## config.mk

```make
export PLATFORM = sky130hd
export DESIGN_NAME = wpwf_sincos
export DESIGN_NICKNAME = d
export VERILOG_FILES = /design/src/hw/rtl/weighted_pose_window_filter_core_macros.svh /design/src/hw/rtl/wpwf_pkg.sv /design/src/hw/rtl/wpwf_sincos.sv
export SDC_FILE = /design/constraint.sdc
export NUM_CORES = 1
export LEC_CHECK = 0
export BUFFER_PORTS_ARGS = -buffer_cell sky130_fd_sc_hd__buf_2
export CAP_MARGIN = 20
export CORE_ASPECT_RATIO = 1.5
export CORE_MARGIN = 4
export CORE_UTILIZATION = 35
export DETAILED_ROUTE_END_ITERATION = 8
export PLACE_DENSITY = 0.53
export SLEW_MARGIN = 10
export SYNTH_ARGS = -nofsm -noshare
export SYNTH_HDL_FRONTEND = slang
export SYNTH_SLANG_ARGS = --single-unit
```

## constraint.sdc

```tcl
create_clock -name clock -period 9.58 [get_ports clock]
set_input_delay 0.479 -clock clock [delete_from_list [all_inputs] [get_ports clock]]
set_output_delay 0.479 -clock clock [all_outputs]
set_load 0.01 [all_outputs]
```

## src/hw/rtl/weighted_pose_window_filter_core_macros.svh

```systemverilog
// Assertion macros for the pose window filter
`ifndef WEIGHTED_POSE_WINDOW_FILTER_CORE_MACROS_SVH
`define WEIGHTED_POSE_WINDOW_FILTER_CORE_MACROS_SVH
// Check that a condition implies a consequence in the same cycle
`define WPWF_ASSERT_IMP(label, clk, rst, cond, cons, msg) \
   label: assert property (@(posedge clk) disable iff (rst) (cond) |-> (cons)) else $error(msg);
// Check that a condition implies a consequence in the next cycle
`define WPWF_ASSERT_NEXT(label, clk, rst, cond, cons, msg) \
   label: assert property (@(posedge clk) disable iff (rst) (cond) |=> (cons)) else $error(msg);
`endif

```

## src/hw/rtl/wpwf_pkg.sv

```systemverilog
package wpwf_pkg;
   localparam int MAX_WINDOW = 8;
   localparam int CordicSteps = 20;
   localparam logic [31:0] CordicGain = 32'd652032874;
   localparam logic OP_SAMPLE = 1'b0;
   localparam logic OP_CLEAR  = 1'b1;

   typedef struct packed {
      logic        start;
      logic [31:0] phase;
   } cordic_req_type;

   // Phase of atan(2^-i), 2^32 per turn
   function automatic logic [31:0] atan_phase(input logic [4:0] idx);
      logic [31:0] r;
      case (idx)
         5'd0:  r = 32'd536870912;
         5'd1:  r = 32'd316933406;
         5'd2:  r = 32'd167458907;
         5'd3:  r = 32'd85004756;
         5'd4:  r = 32'd42667331;
         5'd5:  r = 32'd21354465;
         5'd6:  r = 32'd10679838;
         5'd7:  r = 32'd5340245;
         5'd8:  r = 32'd2670163;
         5'd9:  r = 32'd1335087;
         5'd10: r = 32'd667544;
         5'd11: r = 32'd333772;
         5'd12: r = 32'd166886;
         5'd13: r = 32'd83443;
         5'd14: r = 32'd41722;
         5'd15: r = 32'd20861;
         5'd16: r = 32'd10430;
         5'd17: r = 32'd5215;
         5'd18: r = 32'd2608;
         5'd19: r = 32'd1304;
         default: r = 32'd0;
      endcase
      return r;
   endfunction
endpackage

```

## src/hw/rtl/wpwf_sincos.sv

```systemverilog
// Iterative rotation CORDIC: one step per cycle
module wpwf_sincos (
   input  logic                    clock,
   input  logic                    reset,
   input  wpwf_pkg::cordic_req_type req,
   output logic                    done,
   output logic signed [31:0]      cos_out,
   output logic signed [31:0]      sin_out
);
   import wpwf_pkg::*;

   logic                busy_ff, busy_in;
   logic [4:0]          step_ff, step_in;
   logic                flip_ff, flip_in;
   logic signed [31:0]  x_ff, x_in, y_ff, y_in, z_ff, z_in;
   logic                done_ff, done_in;
   logic [31:0]         ph;

   always_comb begin
      busy_in = busy_ff;
      step_in = step_ff;
      flip_in = flip_ff;
      x_in = x_ff;
      y_in = y_ff;
      z_in = z_ff;
      done_in = 1'b0;
      ph = req.phase;
      if (req.start) begin
         // fold into the right half plane
         flip_in = (ph >= 32'h4000_0000) && (ph < 32'hC000_0000);
         if (flip_in) ph = ph ^ 32'h8000_0000;
         z_in = ph;
         x_in = CordicGain;
         y_in = '0;
         step_in = '0;
         busy_in = 1'b1;
      end else if (busy_ff) begin
         if (!z_ff[31]) begin
            x_in = x_ff - (y_ff >>> step_ff);
            y_in = y_ff + (x_ff >>> step_ff);
            z_in = z_ff - atan_phase(step_ff);
         end else begin
            x_in = x_ff + (y_ff >>> step_ff);
            y_in = y_ff - (x_ff >>> step_ff);
            z_in = z_ff + atan_phase(step_ff);
         end
         step_in = step_ff + 5'd1;
         if (step_ff == 5'(CordicSteps - 1)) begin
            busy_in = 1'b0;
            done_in = 1'b1;
         end
      end
   end

   always_ff @(posedge clock) begin
      if (reset) begin
         busy_ff <= 1'b0;
         done_ff <= 1'b0;
      end else begin
         busy_ff <= busy_in;
         done_ff <= done_in;
      end
      step_ff <= step_in;
      flip_ff <= flip_in;
      x_ff <= x_in;
      y_ff <= y_in;
      z_ff <= z_in;
   end

   assign done    = done_ff;
   assign cos_out = flip_ff ? -x_ff : x_ff;
   assign sin_out = flip_ff ? -y_ff : y_ff;
endmodule

```

## After elaboration in Yosys (flattened, before gate mapping)

Memory sizes are Yosys's and may differ from the RTL's. A register that Yosys moved wholly into a read port is not among the register bits.
Index checks and enable logic that the tools add are counted.

| storage, ports and cells | value |
|---|---|
| flip-flop bits (word level) | 104 |
| ROM bits | 1920 |
| bits of input ports | 35 |
| output and inout bits | 65 |
| word-level logic and storage cells | 50 |
| memories | 2 |

Memory list:

| name | depth | bits a word | read ports | clocked after memory_dff | write ports | line | RTL |
|---|---|---|---|---|---|---|---|
| (no name shown) | 32 | 30 | 1 | 1 | 0 | wpwf_pkg.sv:16 | `case (idx)` |
| (no name shown) | 32 | 30 | 1 | 1 | 0 | wpwf_pkg.sv:16 |  |

| operators by class | value |
|---|---|
| add/sub/neg operators | 9 |
| order comparisons | 2 |
| equality and inequality tests | 1 |
| shift operators | 2 |
| mux-type cells | 22 |
| bitwise gates (word level) | 2 |
| reduce and logical (&&, ||, !) cells | 3 |

Operators with widths:

| kind | count |
|---|---|
| 32-bit two-way mux | 14 |
| 32-bit adder | 3 |
| 32-bit subtractor | 3 |
| 32-bit negation | 2 |
| 32-bit by 5-bit >>> shifter with 32-bit output | 2 |
| 32-bit by 31-bit >= comparator with 1-bit output (second input constant) | 1 |
| 32-bit < comparator (second input constant) | 1 |
| 5-bit two-way mux | 4 |
| 5-bit by 1-bit adder with 5-bit output (second input constant) | 1 |
| 5-bit equality test (second input constant) | 1 |
| 1-bit two-way mux | 4 |
| 3-bit OR reduction | 1 |
| 1-bit inverter | 2 |
| 2-bit nonzero test | 1 |
| 1-bit logical AND | 1 |

## Depth between registers and ports, before layout

| logic depth | value |
|---|---|
| depth in word-level cells | 7 |
| mapped depth | 29 |
| mapped depth without buffers | 24 |

## Worst setup path before layout

Ideal clock, no wire load.

| timing path | value |
|---|---|
| kind | flip-flop to flip-flop |
| start point | register step_ff[1] |
| end point | register y_ff[31] |
| library setup time | 128 ps |
| arrival | 5727 ps |
| data required time | 9452 ps |
| setup slack | 3725 ps |
| stages on the path, launching flop included | 27 |
| buffers on the path | 4 |
| clock period less this slack | 5855 ps |
| cells stage by stage | dfxtp_1 > buf_6 > buf_6 > buf_4 > mux4_2 > a21oi_1 > o21ai_0 > and2_1 > a21oi_1 > ha_1 > nand2_1 > nor4_2 > a31oi_1 > xor2_1 > o21ai_0 > ha_1 > clkbuf_1 > a21o_1 > a21o_1 > a21o_1 > a31o_1 > a211o_1 > and3_1 > nor4_1 > mux2i_1 > o31ai_1 > nand4bb_1 |

| between the ends | value |
|---|---|
| longest elaborated chain between the ends | 3 |
| elaborated cells on any way between the ends | 4 |
| classes of those cells | add/sub: 2; shift: 1; mux: 1 |

RTL lines:

| item | line | RTL |
|---|---|---|
| start, declared | wpwf_sincos.sv:13 | `logic [4:0] step_ff, step_in;` |
| start signal, assigned | wpwf_sincos.sv:63 | `step_ff <= step_in;` |
| 32-bit by 5-bit >>> shifter with 32-bit output * | wpwf_sincos.sv:40, wpwf_sincos.sv:44 |  |
| 32-bit adder / 32-bit subtractor (equally long branches) | wpwf_sincos.sv:40, wpwf_sincos.sv:44 |  |
| 32-bit two-way mux * | wpwf_sincos.sv:38 | `if (!z_ff[31]) begin` |
| end signal, assigned | wpwf_sincos.sv:66 | `y_ff <= y_in;` |
| end, declared | wpwf_sincos.sv:15 | `logic signed [31:0] x_ff, x_in, y_ff, y_in, z_ff, z_in;` |

Every way passes the cells marked *; elsewhere a longest branch is shown, timed or not.
A chain may end at the register's enable or synchronous reset.

## Final worst setup path

| timing path | value |
|---|---|
| start point | register step_ff[1] |
| end point | register x_ff[31] |

| between the ends | value |
|---|---|
| longest elaborated chain between the ends | 3 |
| elaborated cells on any way between the ends | 4 |
| classes of those cells | add/sub: 2; shift: 1; mux: 1 |

RTL lines:

| item | line | RTL |
|---|---|---|
| 32-bit by 5-bit >>> shifter with 32-bit output * | wpwf_sincos.sv:39, wpwf_sincos.sv:43 |  |
| 32-bit subtractor / 32-bit adder (equally long branches) | wpwf_sincos.sv:39, wpwf_sincos.sv:43 |  |
| 32-bit two-way mux * | wpwf_sincos.sv:38 |  |
| end signal, assigned | wpwf_sincos.sv:65 | `x_ff <= x_in;` |
| end, declared | wpwf_sincos.sv:15 |  |

Marked as above.

==> impl_metrics.yaml <==
global_route:
  grt.total_usage: 0.228
  grtUsageMet2: 0.438
  grt_pass1_wl_mm: 99.7
  grt_busiest_layer: "met2"
  antenna_found_initial: 0
  met3_usage: 0.0323
  grtUsageMet1: 0.236
  gr-total-overflow: 0
  grt_pass1_vias: 16800
  grt_start_max_net_pins: 65
power:
  internal-power_mw: 3.62
  power_density_nw_per_um2: 393
  leakage_nw: 7.71
  power.switching_mw: 3.97
  combPwrFrac: 0.750
  pwr-share-seq: 0.161
  total_power_mw: 7.59
  swShare: 0.523
  vdd.ir_drop.worst_mv: 0.195
  pwr-share-clk: 0.089
sta:
  min_period_ns: 7.52
  setup_viol: 0
  period_share: 0.785
  relSlewSlack: 0.276
  tightest_slew_ns: 1.07
  hold_violations: 0
  rsz0062_at_grt: "no"
  finalSetupTns_ns: 0
  worst_slack_ns: 2.06
  maxSlewViolCount: 0
  clock.fmax_ghz: 0.133
  final.setup_skew_ns: 0.0166
floorplan:
  die_x_um: 193
  dieArea_um2: 55300
  die_h_um: 286
  io_pins: 100
  start_util: 0.355
  core_area_um2: 50800
  row_count: 101
routing:
  vias_per_cell: 5.98
  drt_iter0_markers: 1382
  wl_per_cell_um: 23.1
  dr_total_vias: 17200
  drt-total-wl_mm: 66.3
  drc_errors: 0
  drt_first_pass_iters: 6
  ant_nets: 0
critical_path:
  cp-start-kind: "flip-flop"
  cp.required_ns: 9.94
  cp-end-kind: "flip-flop"
  arrival_ns: 7.88
  cp_max_fo: 63
  worstSetupPathType: "flip-flop to flip-flop"
synthesis:
  synthMuxAreaShare: 0.170
  seq_area_frac_synth: 0.167
  netlist_area_um2: 18000
  ys_seq_elements: 134
  synth_top_area_frac: 0.112
  synth_top_family_by_area: "compound AO/OA/AOI/OAI gates"
  yosys_warnings: 0
  synth-simple-area-share: 0.178
  synthCells: 2217
  ys.flop_type: "dfxtp_1"
  syn-num-nets: 2368
  synth_edf_count: 33
  yosysMostFrequentCell: "nand2_1"
  ys_top_cells_by_area: "dfxtp_1 11%, mux4_2 11%, ha_1 7.8%"
  yosys.area.top_type: "dfxtp_1"
  synthAdderAreaFrac: 0.0817
  synthArstFlopShare: 0
  synthXorXnorAreaFrac: 0.109
  ys_types: 97
  synth_commonest_cells: "204 x nand2_1, 185 x nor2_1, 176 x a21oi_1"
  synth_area_per_cell_um2: 8.14
  synth_compound_area_frac: 0.233
cts:
  cts_buffers: 17
  clock_latency_ns: 0.47
  cts_hold_buf: 0
  ctsResizeCount: 0
  cts_setup_buffers: 0
  cts-root-buf: "clkbuf_16"
  htreeDepth: 4
  clkSinkCount: 134
  cts_tree: "built"
  max-clock-path-buffers: 2
  clkTransAtPathRegs_ns: 0.07
place:
  dp_slack_ns: 2.12
  portBuffers: 99
  place_congestion: 1.01
  hpwl_mm: 50.7
run_status:
  status: "complete, no violations"
layout:
  nNetsFinal: 2337
  drive_gt1_frac: 0.142
  nFillCells: 5293
  syn2layout_area_growth_pct: 7.07
  diodes: 0
min_path:
  hold_path_class: "input port to flip-flop"
flow_run:
  drv_cap: 0
## layer usage
metal  share of wire  wire (um)  vias to the layer above
met2            0.53      35300                      583
met3           0.046       3060                      153
met4           0.061       4040                        0
met1            0.36      23900                     8269
li1                -          -                     8149
met5               0          0                        -
## kinds of logic (layout without fill, tap and decap cells)
kind of cell,count (synthesis),count (layout)
AND/OR/NAND/NOR,657,657
AO/OA/AOI/OAI,654,654
buffers and inverters,237,219
XOR/XNOR,225,225
multiplexers,194,194
flip-flops,134,134
adder cells (fa/ha/maj),116,116
## power by group through the flow
| stage | registers (mW) | clock network, mW | logic [mW] |
|---|---|---|---|
| global placement | 1.22 | 0 | 5.62 |
| floorplan | 0.903 | 0 | 4.49 |
| detailed placement | 1.22 | 0 | 5.62 |
| global route | 1.25 | 0.711 | 6.24 |
| CTS | 1.21 | 0.699 | 5.66 |
| finish | 1.22 | 0.677 | 5.69 |
## worst max-delay path, stage by stage, from the launching register on
cell and delay (ns):
dfxtp_4 0.94, buf_4 0.44, buf_4 0.52, mux4_2 0.59, mux2i_1 0.28, a221oi_1 0.21, and2b_1 0.30, nand3_1 0.27
nor4_1 0.72, nor3b_1 0.35, o22a_1 0.19, o31ai_1 0.09, ha_1 0.41, nand2_1 0.11, a21o_1 0.12, a2bb2oi_1 0.08
or3_1 0.31, o22a_1 0.28, a31o_2 0.28, a31oi_1 0.26, o211ai_1 0.13, mux2i_1 0.16, mux2_1 0.33
## cell type report
cell class                 instances  area (um2)  area share
clock buffer                      19         443      0.0229
clock inverter                    13         136     0.00706
inverter                          58         218      0.0113
multi-input combinational       1846       13900       0.721
sequential                       134        3030       0.157
tap                              669         837      0.0433
timing repair buffer             129         723      0.0374
## per-stage QoR
stage | hold WS (ns) | utilization | instances | cell area, um2
after floorplan | 0.505 | - | 2217 | 18000
after global placement | 0.551 | 0.369 | 2836 | 18700
after detailed placement | 0.571 | 0.369 | 2836 | 18700
after CTS | 0.185 | 0.380 | 2868 | 19300
after global routing | 0.212 | 0.380 | 2868 | 19300
final | 0.214 | 0.380 | 2868 | 19300
## final timing paths
path	depth (start not counted)	to	startpoint	slack [ns]
min	2	busy_ff	reset	0.21
min reg2reg	2	y_ff[0]	y_ff[0]	0.57
max	22	x_ff[31]	step_ff[1]	2.06
max reg2reg	22	x_ff[31]	step_ff[1]	2.06
## cells in the final DEF, fill, tap and decap left out, types with 22 or more instances in the layout
cell / n
nand3_1: 40
o31ai_1: 34
a211oi_1: 22
a21o_1: 53
nor2_1: 184
inv_1: 54
ha_1: 113
nand2b_1: 24
edfxtp_1: 33
mux2i_1: 81
buf_2: 98
a21oi_1: 176
a31oi_1: 33
xnor2_1: 141
nor3_1: 42
buf_4: 31
mux4_2: 85
xor2_1: 84
dfxtp_1: 95
o21ai_0: 149
mux2_2: 24
nand2_1: 204
(Power assumes the default switching activity.)
